## src/rtl/dnpt_pkg.sv

```systemverilog
// ----------------------------------------------------------------------------
// dnpt_pkg
// Shared types and constants for the day/night pump cycle timer.
// ----------------------------------------------------------------------------
`default_nettype none

package dnpt_pkg;

    // Field widths
    localparam int unsigned MIN_W   = 11;  // minute of day, on/off minutes
    localparam int unsigned HOURS_W = 5;
    localparam int unsigned CYC_W   = 12;  // on + off, lead minutes
    localparam int unsigned MODE_W  = 2;
    localparam int unsigned CFG_W   = 12;  // widest register
    localparam int unsigned IDX_W   = 3;

    // Calendar constants
    localparam logic [CYC_W-1:0]   MINUTES_PER_DAY = 12'd1440;
    localparam logic [HOURS_W-1:0] MAX_DAY_HOURS   = 5'd24;

    // Remainder unit: one quotient bit per cycle over the offset word
    localparam int unsigned DIV_STEPS = MIN_W;
    localparam int unsigned STEP_W    = $clog2(DIV_STEPS);

    // Register indexes
    typedef enum logic [IDX_W-1:0] {
        REG_DAY_START   = 3'd0,
        REG_DAY_HOURS   = 3'd1,
        REG_DAY_ON      = 3'd2,
        REG_DAY_OFF     = 3'd3,
        REG_NIGHT_ON    = 3'd4,
        REG_NIGHT_OFF   = 3'd5,
        REG_BLOWER_MODE = 3'd6,
        REG_AIR_LEAD    = 3'd7
    } t_reg_idx;

    // Air pump modes
    typedef enum logic [MODE_W-1:0] {
        AIR_ALWAYS = 2'd0,
        AIR_FOLLOW = 2'd1,
        AIR_LEAD   = 2'd2,
        AIR_OFF    = 2'd3
    } t_blower_mode;

    // Sequencer states
    typedef enum logic [2:0] {
        S_IDLE,
        S_PHASE,
        S_OFFSET,
        S_DIV,
        S_DONE
    } t_state;

    // Request to the remainder unit
    typedef struct packed {
        logic             start;
        logic [MIN_W-1:0] dividend;
        logic [CYC_W-1:0] divisor;
    } t_div_req;

    // Response from the remainder unit
    typedef struct packed {
        logic             done;
        logic [MIN_W-1:0] rem;
    } t_div_rsp;

endpackage

`default_nettype wire

```

## src/rtl/dnpt_in_if.sv

```systemverilog
// ----------------------------------------------------------------------------
// dnpt_in_if
// Minute tick channel: valid/ready with the tick payload.
// ----------------------------------------------------------------------------
`default_nettype none

interface dnpt_in_if;
    import dnpt_pkg::*;

    logic             valid;
    logic             ready;
    logic [MIN_W-1:0] minute_of_day;
    logic             tank_low;
    logic             maintenance;

    modport source (output valid, output minute_of_day, output tank_low,
                    output maintenance, input ready);
    modport sink   (input valid, input minute_of_day, input tank_low,
                    input maintenance, output ready);
endinterface

`default_nettype wire

```

## src/rtl/dnpt_out_if.sv

```systemverilog
// ----------------------------------------------------------------------------
// dnpt_out_if
// Pump command channel: valid/ready with the result payload.
// ----------------------------------------------------------------------------
`default_nettype none

interface dnpt_out_if;
    logic valid;
    logic ready;
    logic water_on;
    logic air_on;
    logic is_day;
    logic changed;

    modport source (output valid, output water_on, output air_on,
                    output is_day, output changed, input ready);
    modport sink   (input valid, input water_on, input air_on,
                    input is_day, input changed, output ready);
endinterface

`default_nettype wire

```

## src/rtl/day_night_pump_cycle_timer_core.sv

```systemverilog
// ----------------------------------------------------------------------------
// day_night_pump_cycle_timer_core
// Per-minute pump scheduler: day/night phase, position in the on/off cycle,
// water and air pump commands with forced-off handling.
// ----------------------------------------------------------------------------
//  Channel  Dir  Handshake       Payload
//  i_in     in   valid/ready     minute_of_day, tank_low, maintenance
//  o_out    out  valid/ready     water_on, air_on, is_day, changed
//  i_cfg_*  in   write enable    index, 12-bit data
//
//  A tick passes from acceptance to the result register through the PHASE
//  and OFFSET set-up states, the remainder unit (one step per dividend bit)
//  and the DONE state. One tick is in flight at a time.
//  Ready stays low until the result is loaded into the output register.
//  A stalled output holds the sequencer in its last state.
//  Reset is synchronous, active low; control, configuration and pump state
//  registers clear to zero, datapath registers are loaded before use.
// ----------------------------------------------------------------------------
`default_nettype none

module day_night_pump_cycle_timer_core
    import dnpt_pkg::*;
(
    input  wire                  i_clk,
    input  wire                  i_rst_n,
    dnpt_in_if.sink              i_in,
    dnpt_out_if.source           o_out,
    input  wire                  i_cfg_we,
    input  wire [IDX_W-1:0]      i_cfg_idx,
    input  wire [CFG_W-1:0]      i_cfg_data
);

    // Configuration registers
    logic [MIN_W-1:0]   r_day_start;
    logic [HOURS_W-1:0] r_day_hours;
    logic [MIN_W-1:0]   r_day_on;
    logic [MIN_W-1:0]   r_day_off;
    logic [MIN_W-1:0]   r_night_on;
    logic [MIN_W-1:0]   r_night_off;
    t_blower_mode       r_blower_mode;
    logic [CYC_W-1:0]   r_air_lead;

    always_ff @(posedge i_clk) begin
        if (!i_rst_n) begin
            r_day_start   <= '0;
            r_day_hours   <= '0;
            r_day_on      <= '0;
            r_day_off     <= '0;
            r_night_on    <= '0;
            r_night_off   <= '0;
            r_blower_mode <= AIR_ALWAYS;
            r_air_lead    <= '0;
        end else if (i_cfg_we) begin
            case (t_reg_idx'(i_cfg_idx))
                REG_DAY_START:   r_day_start <= i_cfg_data[MIN_W-1:0];
                REG_DAY_HOURS:   r_day_hours <= i_cfg_data[HOURS_W-1:0];
                REG_DAY_ON:      r_day_on    <= i_cfg_data[MIN_W-1:0];
                REG_DAY_OFF:     r_day_off   <= i_cfg_data[MIN_W-1:0];
                REG_NIGHT_ON:    r_night_on  <= i_cfg_data[MIN_W-1:0];
                REG_NIGHT_OFF:   r_night_off <= i_cfg_data[MIN_W-1:0];
                REG_BLOWER_MODE: r_blower_mode <= t_blower_mode'(i_cfg_data[MODE_W-1:0]);
                REG_AIR_LEAD:    r_air_lead  <= i_cfg_data[CYC_W-1:0];
                default: ;
            endcase
        end
    end

    // Sequencer state and control outputs
    t_state   r_state;
    t_state   n_state;
    logic     in_take;
    logic     out_free;
    logic     out_load;
    logic     div_start;
    t_div_req div_req;
    t_div_rsp div_rsp;

    assign out_free = !o_out.valid || o_out.ready;

    always_comb begin
        n_state = r_state;
        case (r_state)
            S_IDLE:   if (i_in.valid) n_state = S_PHASE;
            S_PHASE:  n_state = S_OFFSET;
            S_OFFSET: n_state = S_DIV;
            S_DIV:    if (div_rsp.done) n_state = S_DONE;
            S_DONE:   if (out_free) n_state = S_IDLE;
            default:  n_state = S_IDLE;
        endcase
    end

    always_comb begin
        i_in.ready = 1'b0;
        div_start  = 1'b0;
        out_load   = 1'b0;
        case (r_state)
            S_IDLE:   i_in.ready = 1'b1;
            S_OFFSET: div_start  = 1'b1;
            S_DONE:   out_load   = out_free;
            default: ;
        endcase
    end

    assign in_take = i_in.valid && i_in.ready;

    always_ff @(posedge i_clk) begin
        if (!i_rst_n) r_state <= S_IDLE;
        else          r_state <= n_state;
    end

    // Capture the tick, minute folded into one day
    logic [MIN_W-1:0] r_cur;
    logic             r_forced;

    always_ff @(posedge i_clk) begin
        if (in_take) begin
            r_cur    <= ({1'b0, i_in.minute_of_day} >= MINUTES_PER_DAY)
                        ? MIN_W'({1'b0, i_in.minute_of_day} - MINUTES_PER_DAY)
                        : i_in.minute_of_day;
            r_forced <= i_in.tank_low || i_in.maintenance;
        end
    end

    // Phase decision: day window, start of the current phase
    logic [MIN_W-1:0]   start_m;
    logic [HOURS_W-1:0] hours;
    logic [MIN_W-1:0]   dur;
    logic [CYC_W-1:0]   end_m;
    logic               wraps;
    logic [MIN_W-1:0]   end_fold;
    logic               day;
    logic               r_day;
    logic [MIN_W-1:0]   r_phase_start;

    always_comb begin
        start_m  = ({1'b0, r_day_start} >= MINUTES_PER_DAY)
                   ? MIN_W'({1'b0, r_day_start} - MINUTES_PER_DAY) : r_day_start;
        hours    = (r_day_hours > MAX_DAY_HOURS) ? MAX_DAY_HOURS : r_day_hours;
        // hours * 60 as 64h - 4h
        dur      = MIN_W'({hours, 6'b0}) - MIN_W'({hours, 2'b0});
        end_m    = {1'b0, start_m} + {1'b0, dur};
        wraps    = (end_m >= MINUTES_PER_DAY);
        end_fold = wraps ? MIN_W'(end_m - MINUTES_PER_DAY) : end_m[MIN_W-1:0];
        if (!wraps) day = (r_cur >= start_m) && ({1'b0, r_cur} < end_m);
        else        day = (r_cur >= start_m) || (r_cur < end_fold);
    end

    always_ff @(posedge i_clk) begin
        if (r_state == S_PHASE) begin
            r_day         <= day;
            r_phase_start <= day ? start_m : end_fold;
        end
    end

    // Offset into the phase and the phase's cycle length
    logic [CYC_W-1:0] off_raw;
    logic [CYC_W-1:0] cycle;
    logic [MIN_W-1:0] on_sel;
    logic [CYC_W-1:0] r_total;
    logic [MIN_W-1:0] r_on;

    always_comb begin
        off_raw = {1'b0, r_cur} - {1'b0, r_phase_start};
        if (r_cur < r_phase_start) off_raw = off_raw + MINUTES_PER_DAY;
        on_sel  = r_day ? r_day_on : r_night_on;
        cycle   = {1'b0, on_sel} + {1'b0, (r_day ? r_day_off : r_night_off)};
        div_req.start    = div_start;
        div_req.dividend = off_raw[MIN_W-1:0];
        div_req.divisor  = cycle;
    end

    always_ff @(posedge i_clk) begin
        if (r_state == S_OFFSET) begin
            r_total <= cycle;
            r_on    <= on_sel;
        end
    end

    dnpt_rem u_rem (
        .i_clk   (i_clk),
        .i_rst_n (i_rst_n),
        .i_req   (div_req),
        .o_rsp   (div_rsp)
    );

    // Pump decision from the position in the cycle
    logic             unconf;
    logic             water_new;
    logic             air_new;
    logic [CYC_W-1:0] pos;

    always_comb begin
        unconf    = (r_day_on == '0 && r_day_off == '0) ||
                    (r_night_on == '0 && r_night_off == '0);
        pos       = {1'b0, div_rsp.rem};
        water_new = 1'b0;
        air_new   = 1'b0;
        if (!r_forced && !unconf) begin
            water_new = (div_rsp.rem < r_on);
            case (r_blower_mode)
                AIR_ALWAYS: air_new = 1'b1;
                AIR_FOLLOW: air_new = water_new;
                AIR_LEAD: begin
                    if (r_air_lead >= r_total || r_air_lead == '0)
                        air_new = 1'b1;
                    else
                        air_new = (pos >= r_total - r_air_lead) || water_new;
                end
                default: air_new = 1'b0;
            endcase
        end
    end

    // Pump state and output register
    logic r_water_st;
    logic r_air_st;
    logic r_out_valid;
    logic r_water_on;
    logic r_air_on;
    logic r_is_day;
    logic r_changed;

    always_ff @(posedge i_clk) begin
        if (!i_rst_n) begin
            r_water_st  <= 1'b0;
            r_air_st    <= 1'b0;
            r_out_valid <= 1'b0;
        end else if (out_load) begin
            r_water_st  <= water_new;
            r_air_st    <= air_new;
            r_out_valid <= 1'b1;
        end else if (o_out.ready) begin
            r_out_valid <= 1'b0;
        end
    end

    always_ff @(posedge i_clk) begin
        if (out_load) begin
            r_water_on <= water_new;
            r_air_on   <= air_new;
            r_is_day   <= r_day;
            r_changed  <= (water_new != r_water_st) || (air_new != r_air_st);
        end
    end

    assign o_out.valid    = r_out_valid;
    assign o_out.water_on = r_water_on;
    assign o_out.air_on   = r_air_on;
    assign o_out.is_day   = r_is_day;
    assign o_out.changed  = r_changed;

endmodule

`default_nettype wire

```

## src/rtl/dnpt_rem.sv

```systemverilog
// ----------------------------------------------------------------------------
// dnpt_rem
// Iterative restoring remainder: one shared compare/subtract per cycle,
// one dividend bit per step; a new start abandons a request in progress.
// ----------------------------------------------------------------------------
`default_nettype none

module dnpt_rem
    import dnpt_pkg::*;
(
    input  wire      i_clk,
    input  wire      i_rst_n,
    input  t_div_req i_req,
    output t_div_rsp o_rsp
);

    logic              r_busy;
    logic              r_done;
    logic [STEP_W-1:0] r_cnt;
    logic [MIN_W-1:0]  r_dvd;
    logic [MIN_W-1:0]  r_rem;
    logic [CYC_W-1:0]  r_div;

    logic [CYC_W-1:0]  trial;
    logic [CYC_W-1:0]  diff;
    logic              take;
    logic [MIN_W-1:0]  n_rem;

    // Shared subtract and compare
    always_comb begin
        trial = {r_rem, r_dvd[MIN_W-1]};
        diff  = trial - r_div;
        take  = (trial >= r_div);
        n_rem = take ? diff[MIN_W-1:0] : trial[MIN_W-1:0];
    end

    // Control
    always_ff @(posedge i_clk) begin
        if (!i_rst_n) begin
            r_busy <= 1'b0;
            r_done <= 1'b0;
            r_cnt  <= '0;
        end else begin
            r_done <= 1'b0;
            if (i_req.start) begin
                r_busy <= 1'b1;
                r_cnt  <= '0;
            end else if (r_busy) begin
                r_cnt <= r_cnt + 1'b1;
                if (r_cnt == STEP_W'(DIV_STEPS - 1)) begin
                    r_busy <= 1'b0;
                    r_done <= 1'b1;
                end
            end
        end
    end

    // Datapath
    always_ff @(posedge i_clk) begin
        if (i_req.start) begin
            r_dvd <= i_req.dividend;
            r_div <= i_req.divisor;
            r_rem <= '0;
        end else if (r_busy) begin
            r_dvd <= {r_dvd[MIN_W-2:0], 1'b0};
            r_rem <= n_rem;
        end
    end

    assign o_rsp.done = r_done;
    assign o_rsp.rem  = r_rem;

endmodule

`default_nettype wire

```

## src/flat_wrapper.sv

```systemverilog
// flat-port wrapper written by rule: the top's interface ports become plain ports
module day_night_pump_cycle_timer_core_flat import dnpt_pkg::*;
  (i_clk, i_rst_n, i_cfg_we, i_cfg_idx, i_cfg_data, i_in_valid, i_in_minute_of_day, i_in_tank_low, i_in_maintenance, i_in_ready, o_out_valid, o_out_water_on, o_out_air_on, o_out_is_day, o_out_changed, o_out_ready);
  dnpt_in_if i_in_i ();
  dnpt_out_if o_out_i ();
  input  wire i_clk;
  input  wire i_rst_n;
  input  wire i_cfg_we;
  input  wire [IDX_W-1:0] i_cfg_idx;
  input  wire [CFG_W-1:0] i_cfg_data;
  input wire logic [$bits(i_in_i.valid)-1:0] i_in_valid;
  input wire logic [$bits(i_in_i.minute_of_day)-1:0] i_in_minute_of_day;
  input wire logic [$bits(i_in_i.tank_low)-1:0] i_in_tank_low;
  input wire logic [$bits(i_in_i.maintenance)-1:0] i_in_maintenance;
  output wire logic [$bits(i_in_i.ready)-1:0] i_in_ready;
  output wire logic [$bits(o_out_i.valid)-1:0] o_out_valid;
  output wire logic [$bits(o_out_i.water_on)-1:0] o_out_water_on;
  output wire logic [$bits(o_out_i.air_on)-1:0] o_out_air_on;
  output wire logic [$bits(o_out_i.is_day)-1:0] o_out_is_day;
  output wire logic [$bits(o_out_i.changed)-1:0] o_out_changed;
  input wire logic [$bits(o_out_i.ready)-1:0] o_out_ready;
  assign i_in_i.valid = i_in_valid;
  assign i_in_i.minute_of_day = i_in_minute_of_day;
  assign i_in_i.tank_low = i_in_tank_low;
  assign i_in_i.maintenance = i_in_maintenance;
  assign i_in_ready = i_in_i.ready;
  assign o_out_valid = o_out_i.valid;
  assign o_out_water_on = o_out_i.water_on;
  assign o_out_air_on = o_out_i.air_on;
  assign o_out_is_day = o_out_i.is_day;
  assign o_out_changed = o_out_i.changed;
  assign o_out_i.ready = o_out_ready;
  day_night_pump_cycle_timer_core u_core (.i_clk(i_clk), .i_rst_n(i_rst_n), .i_in(i_in_i), .o_out(o_out_i), .i_cfg_we(i_cfg_we), .i_cfg_idx(i_cfg_idx), .i_cfg_data(i_cfg_data));
endmodule
```

## config.mk

```make
export PLATFORM = sky130hd
export DESIGN_NAME = day_night_pump_cycle_timer_core_flat
export DESIGN_NICKNAME = d
export VERILOG_FILES = /design/src/rtl/dnpt_pkg.sv /design/src/rtl/dnpt_in_if.sv /design/src/rtl/dnpt_out_if.sv /design/src/rtl/day_night_pump_cycle_timer_core.sv /design/src/rtl/dnpt_rem.sv /design/src/flat_wrapper.sv
export SDC_FILE = /design/constraint.sdc
export NUM_CORES = 1
export LEC_CHECK = 0
export BUFFER_PORTS_ARGS = -buffer_cell sky130_fd_sc_hd__buf_2
export CAP_MARGIN = 20
export CORE_AREA = 4 4 186 152
export DETAILED_ROUTE_END_ITERATION = 16
export DIE_AREA = 0 0 190 156
export PLACE_DENSITY_LB_ADDON = 0.3
export SETUP_SLACK_MARGIN = 0.5
export SYNTH_ARGS = -nofsm -noshare
export SYNTH_HDL_FRONTEND = slang
export SYNTH_SLANG_ARGS = --single-unit
```

## constraint.sdc

```tcl
create_clock -name i_clk -period 11.9 [get_ports i_clk]
set_input_delay 0.595 -clock i_clk [delete_from_list [all_inputs] [get_ports i_clk]]
set_output_delay 0.595 -clock i_clk [all_outputs]
set_load 0.05 [all_outputs]
```

==> flow_metrics.py, run 1 <==
metrics = {
    "drt": {
        "antenna_left": 0,
        "wl_um": 24670,
        "vias": 8132,
        "dr.pass1.iters": 6,
        "wl_per_cell_um": 15.75,
        "drt_iter0_drc": 512,
        "vias_per_cell": 5.193,
        "drc": 0,
    },
    "layout": {
        "multi_input_area_sq_um": 6102,
        "area_growth_pct": 10.70,
        "layout-drive-gt1-share": 0.09595,
        "fin_util": 0.4403,
        "fill_cells": 2531,
        "num_antenna_cells": 0,
        "layout.area.seq_sq_um": 3804,
        "final_net_count": 1344,
    },
    "power": {
        "power.density_nw_per_um2": 146.8,
        "p_total_w": 0.001693,
        "clockPowerShare": 0.319,
        "p_seq_frac": 0.393,
        "p_int_w": 0.001133,
        "leakage_nw": 4.802,
        "p_comb_frac": 0.288,
        "switching_share": 0.3305,
        "power.net_switching_w": 0.0005596,
        "vdd_drop_max_v": 0.00007510,
    },
    "worst_setup_path": {
        "crit_end": "u_core.r_phase_start[9]",
        "r2r-end": "u_core.r_phase_start[9]",
        "startpoint": "u_core.r_day_start[0]",
        "worstSetupEndpointType": "flip-flop",
        "path_class": "flip-flop to flip-flop",
        "required_ns": 12.04,
        "rr_startpoint": "u_core.r_day_start[0]",
        "arrival_ns": 5.32,
        "cp_max_fo": 10,
        "cp-start-kind": "flip-flop",
        "rr_worst_depth": 23,
        "reg2reg_slack_ns": 6.72,
    },
    "outcome": {
        "status": "finished clean",
    },
    "floorplanning": {
        "core_sq_um": 26190,
        "start_util": 0.3977,
        "rows": 53,
        "die_x_um": 190,
        "die_h_um": 156,
        "die_area_sq_um": 29640,
        "io_pins": 39,
    },
    "global_routing": {
        "grt_start_max_net_pins": 83,
        "antenna_found_initial": 0,
        "grt_overflow": 0,
        "grt_pass1_vias": 7593,
        "grt_use_total": 0.1677,
        "grt_pass1_wl_um": 40310,
    },
    "sta": {
        "post-route-period-util": 0.4352,
        "max_freq_mhz": 193.1,
        "fin_setup_tns_ns": 0,
        "setup_violations": 0,
        "worst_pin_slew_ns": 1.044,
        "fin_ws_ns": 6.721,
        "hold_slack_ns": 0.3697,
        "finalMaxSlewViolations": 0,
        "hold_viol": 0,
        "worst_slew_margin_rel": 0.3011,
        "post-route-min-period_ns": 5.179,
        "final.setup_skew_ns": 0.01154,
        "rsz0062_at_grt": "no",
    },
    "synth": {
        "post_synth_instance_area_sq_um": 10420,
        "synthTopCellsByArea": "dfxtp_1 19%, edfxtp_1 18%, ha_1 13%",
        "ys_warn_count": 0,
        "synth_top_area_frac": 0.1864,
        "synth_top_cell_by_area": "dfxtp_1",
        "ys_top_cells_by_count": "188 x nand2_1, 110 x ha_1, 97 x dfxtp_1",
        "yosysUniqueCellTypes": 69,
        "async_reset_ff_frac": 0,
        "netlist_instances": 1172,
        "synth.most_common_cell": "nand2_1",
        "ys_seq_area_frac": 0.3651,
        "ys_seq_elements": 159,
        "syn_area_per_cell_sq_um": 8.889,
        "synth_edf_count": 62,
        "syn-num-nets": 1320,
        "synthFlopType": "dfxtp_1",
    },
    "clocking": {
        "cts_made_buffers": 17,
        "post_cts_buffers": 0,
        "post_cts_resized": 0,
        "cts.sinks": 159,
        "clkLatencyLatePin_ns": 0.42,
        "cts_hold_buf": 0,
        "htree_num_levels": 4,
        "clk_pin_slew_ns": 0.06,
        "clk_path_buf_depth": 2,
        "cts-root-buf": "clkbuf_16",
        "cts_tree": "yes",
    },
    "placed_design": {
        "place_hpwl_um": 18490,
        "place_ws_ns": 6.802,
        "gp_congestion": 0.8363,
        "portBuffers": 38,
    },
    "worst_hold_path": {
        "min_path_type": "input port to flip-flop",
    },
    "run": {
        "max-cap-violations": 0,
    },
}
-- worst min-delay path by stage --
stage | to | slack [ns] | cells after the start | start
final | u_core.r_cur[2] | 0.37 | 1 | i_in_minute_of_day[2]
after CTS | u_core.r_cur[2] | 0.35 | 1 | i_in_minute_of_day[2]
after global routing | u_core.r_cur[1] | 0.36 | 1 | i_in_minute_of_day[1]
after floorplan | u_core.r_day_off[8] | 0.45 | 2 | u_core.r_day_off[8]
after global placement | u_core.r_air_st | 0.46 | 2 | u_core.r_air_st
after detailed placement | u_core.r_night_on[8] | 0.47 | 2 | u_core.r_night_on[8]
-- cells by family after synthesis --
family,after synthesis,synth area share
AO/OA/AOI/OAI,281,0.1823
XOR/XNOR,55,0.04696
adder cells (fa/ha/maj),115,0.1417
buffers and inverters,135,0.04960
flip-flops,159,0.3651
multiplexers,47,0.04768
AND/OR/NAND/NOR,380,0.1666
-- stage by stage --
stage / std cells / cell area (sq um)
after floorplan: 1172 / 10420
after global placement: 1532 / 10940
after detailed placement: 1532 / 10940
after CTS: 1564 / 11520
after global routing: 1566 / 11530
final: 1566 / 11530
-- power by group through the flow --
stage               Combinational [W]  Sequential (W)  Clock, W
floorplan                    0.000390        0.000652         0
global placement             0.000477        0.000676         0
detailed placement           0.000485        0.000676         0
CTS                          0.000489        0.000665  0.000549
global route                 0.000558        0.000672  0.000575
finish                       0.000487        0.000666  0.000540
-- critical path, cell delays in order (launching register included) --
cell and delay, ns:
dfxtp_1 0.33, nor3_1 0.22, nand4_1 0.14, a21oi_1 0.17, o21ai_1 0.15, xnor2_1 0.32
inv_1 0.10, ha_1 0.37, a21oi_2 0.22, a21oi_2 0.10, or3_4 0.34, a22oi_4 0.27
a21boi_2 0.11, o21a_4 0.23, nor2_1 0.12, xor2_1 0.21, ha_1 0.27, a21o_1 0.18
a211oi_1 0.23, a21oi_1 0.09, nor2_1 0.10, nor2_1 0.05, o21a_1 0.38, mux2i_1 0.20
-- metal layers --
layer,global-route usage,vias to the layer above,share of wire
li1,-,4163,-
met1,0.2618,3781,0.54
met2,0.2407,166,0.41
met3,0.02349,22,0.040
met4,0.04545,0,0.013
met5,0,-,0
-- cell usage in the layout (no fill, tap or decap), drive strengths merged, types with 3 or more instances in the layout --
master	count
nor4	14
xnor2	32
nor2	60
o211ai	3
a21oi	64
or2	6
nor2b	21
a31oi	5
o21ai	51
nand4	13
and2	5
o21bai	5
a211oi	6
nand2b	14
o31ai	5
nand3	14
ha	110
xor2	23
clkinv	4
a21boi	74
nand3b	3
and3	4
mux2i	26
o31a	5
a21o	25
nor3	22
fa	5
nand2	188
or3	6
o21a	15
buf	45
mux2	21
or4	4
nor3b	3
edfxtp	62
clkbuf	21
dfxtp	97
inv	101
-- final cells by class --
cell class                      count  area share
Multi-Input combinational cell    878      0.5291
Clock inverter                     11    0.007812
Inverter                           95     0.03092
Timing Repair Buffer               45     0.02083
Tap cell                          357     0.03873
Sequential cell                   159      0.3298
Clock buffer                       21     0.04275
-- state kept, by name (all words and copies together) (netlist names), 3 cells and up --
signal and flops:
u_core.r_air_lead 12, u_core.r_cur 11, u_core.r_day_hours 5, u_core.r_day_off 11, u_core.r_day_on 11, u_core.r_day_start 11
u_core.r_night_off 11, u_core.r_night_on 11, u_core.r_on 11, u_core.r_phase_start 11, u_core.r_state 3, u_core.u_rem.r_cnt 4
u_core.u_rem.r_div 12, u_core.u_rem.r_dvd 11, u_core.u_rem.r_rem 11
Note: power is estimated with default switching activity, not from simulation.
==> run 2: changes to the inputs <==
--- a/config.mk
+++ b/config.mk
@@ -5,11 +5,12 @@
 export SDC_FILE = /design/constraint.sdc
 export NUM_CORES = 1
 export LEC_CHECK = 0
+export ABC_AREA = 1
 export BUFFER_PORTS_ARGS = -buffer_cell sky130_fd_sc_hd__buf_2
 export CAP_MARGIN = 20
-export CORE_AREA = 4 4 186 152
+export CORE_AREA = 4 4 187 153
 export DETAILED_ROUTE_END_ITERATION = 16
-export DIE_AREA = 0 0 190 156
+export DIE_AREA = 0 0 191 157
 export PLACE_DENSITY_LB_ADDON = 0.3
 export SETUP_SLACK_MARGIN = 0.5
 export SYNTH_ARGS = -nofsm -noshare
==> constraint.sdc (replaced) <==
create_clock -name i_clk -period 4.3 [get_ports i_clk]
set_input_delay 0.215 -clock i_clk [delete_from_list [all_inputs] [get_ports i_clk]]
set_output_delay 0.215 -clock i_clk [all_outputs]
set_load 0.05 [all_outputs]
==> flow_metrics.py, run 2 <==
metrics = {
    "placed_design": {
        "portBuffers": 38,
        "gp_congestion": 0.8517,
        "place_ws_ns": -0.3678,
        "place_hpwl_um": 20030,
    },
    "sta": {
        "hold_viol": 0,
        "worst_slew_margin_rel": 0.5171,
        "fin_ws_ns": -0.2892,
        "max_freq_mhz": 217.9,
        "worst_pin_slew_ns": 0.7223,
        "final.setup_skew_ns": 0.009478,
        "post-route-period-util": 1.067,
        "rsz0062_at_grt": "yes",
        "post-route-min-period_ns": 4.589,
        "fin_setup_tns_ns": -2.494,
        "setup_violations": 10,
        "finalMaxSlewViolations": 0,
    },
    "synth": {
        "synth.most_common_cell": "nand2_1",
        "async_reset_ff_frac": 0,
        "ys_warn_count": 0,
        "ys_top_cells_by_count": "243 x nand2_1, 223 x inv_1, 149 x nor2_1",
        "synth_top_cell_by_area": "dfxtp_1",
        "synth_edf_count": 62,
        "synthFlopType": "dfxtp_1",
        "ys_seq_elements": 159,
        "syn_area_per_cell_sq_um": 7.529,
        "netlist_instances": 1405,
        "synthTopCellsByArea": "dfxtp_1 18%, edfxtp_1 18%, ha_1 13%",
        "ys_seq_area_frac": 0.3596,
        "synth_top_area_frac": 0.1836,
        "syn-num-nets": 1553,
        "yosysUniqueCellTypes": 45,
        "post_synth_instance_area_sq_um": 10580,
    },
    "layout": {
        "final_common_cell": "nand2_1",
        "num_antenna_cells": 0,
        "layout_common_cells": "219 x nand2_1, 218 x inv_1, 140 x nor2_1, 136 x o21ai_0, 106 x a21oi_1",
        "area_growth_pct": 21.15,
        "final_net_count": 1674,
        "top_regs": "u_core.r_air_lead x12, u_core.u_rem.r_div x12",
        "fin_util": 0.4778,
        "fill_cells": 2597,
        "layout-drive-gt1-share": 0.1689,
    },
    "floorplanning": {
        "start_util": 0.3944,
        "rows": 54,
        "core_sq_um": 26820,
        "io_pins": 39,
        "die_h_um": 157,
        "die_area_sq_um": 29990,
        "die_x_um": 191,
    },
    "drt": {
        "vias_per_cell": 4.888,
        "wl_um": 26250,
        "antenna_left": 0,
        "dr.pass1.iters": 6,
        "drc": 0,
        "wl_per_cell_um": 13.80,
        "vias": 9302,
        "drt_iter0_drc": 617,
    },
    "power": {
        "leakage_nw": 5.904,
        "p_total_w": 0.005177,
        "power.density_nw_per_um2": 404.0,
        "vdd_drop_max_v": 0.0002797,
    },
    "run": {
        "max-cap-violations": 0,
    },
    "global_routing": {
        "antenna_found_initial": 0,
        "grt_use_total": 0.1726,
        "grt_pass1_wl_um": 41790,
        "grt_pass1_vias": 8514,
        "grt_start_max_net_pins": 43,
        "grt_overflow": 0,
    },
    "clocking": {
        "clk_path_buf_depth": 2,
        "cts-root-buf": "clkbuf_16",
        "clkLatencyLatePin_ns": 0.43,
        "cts.sinks": 159,
        "cts_made_buffers": 17,
        "clk_pin_slew_ns": 0.07,
        "htree_num_levels": 4,
        "cts_tree": "yes",
    },
    "worst_hold_path": {
        "min_path_type": "input port to flip-flop",
    },
    "worst_setup_path": {
        "worstSetupEndpointType": "flip-flop",
        "cp-start-kind": "flip-flop",
        "path_class": "flip-flop to flip-flop",
        "arrival_ns": 4.77,
        "cp_slowest_cell": "dfxtp_2",
        "required_ns": 4.48,
        "cp_max_fo": 5,
        "critical_path.most_common_cell": "nor2_2",
        "cp_slowest_stage_delay_ns": 0.32,
    },
    "outcome": {
        "violations": "negative setup slack",
        "status": "complete, but fails checks",
    },
}
## run 2: final timing paths
kind | from | endpoint | slack [ns] | cells after the start
max reg2reg | u_core.r_day_hours[2] | u_core.r_phase_start[9] | -0.29 | 32
min reg2reg | u_core.r_night_off[5] | u_core.r_night_off[5] | 0.47 | 2
max | u_core.r_day_hours[2] | u_core.r_phase_start[9] | -0.29 | 32
min | i_cfg_data[11] | u_core.r_air_lead[11] | 0.08 | 3
## run 2: kinds of logic after synthesis
logic type | Yosys count | share of synthesized area
buf+inv | 257 | 0.09143
compound gates | 304 | 0.1570
fa+ha+maj | 115 | 0.1396
xor+xnor | 53 | 0.04459
simple gates | 517 | 0.2079
flops | 159 | 0.3596
## run 2: report_power, final
part / internal [W] / total, W / switching, W
Combinational: 0.000777 / 0.00188 / 0.00110
Sequential: 0.00173 / 0.00183 / 0.000103
Clock: 0.000807 / 0.00146 / 0.000657
## run 2: worst max-delay path: cells and delay by family (launching register included)
kind | cells | cell delay (ns)
and+or+nand+nor | 14 | 1.31
AOI/OAI and AO/OA | 7 | 1.04
xor gates and xnor gates | 1 | 0.16
DFF | 1 | 0.32
adders and majority gates | 3 | 0.78
buffers and inverters | 7 | 0.74
## run 2: cell type report
class	count	area (sq um)	area share
clock buffer	18	429.2	0.03349
clock inverter	14	132.6	0.01035
inverter	225	847.1	0.06609
multi-input combinational	991	6216	0.4850
sequential	159	3806	0.2970
tap	364	455.4	0.03554
timing repair buffer	132	929.6	0.07254
## run 2: what timing repair did
action | 4_1_cts | 5_1_grt
endpoints found under the setup margin | 10 | 10
hold buffers | 5 | 0
buffers inserted | 12 | 7
gates resized for setup | 16 | 67
pin swaps | 23 | 41
endpoints found under the hold margin | 5 | 0
cloned | 2 | 0
## run 2: metrics by stage
stage	hold slack, ns	cell area (sq um)	std cells
final	0.07658	12820	1903
after global routing	0.06278	12820	1903
after CTS	0.06200	12440	1894
after detailed placement	0.4127	11670	1843
after global placement	0.4126	11670	1843
after floorplan	0.3139	10630	1405
## run 2: layer usage
metal	GRT usage	vias to the layer above	wire, um
met2	0.2610	169	11130
met1	0.2579	4202	13470
li1	-	4904	-
met5	0	-	0
met4	0.04205	0	416
met3	0.02860	27	1234
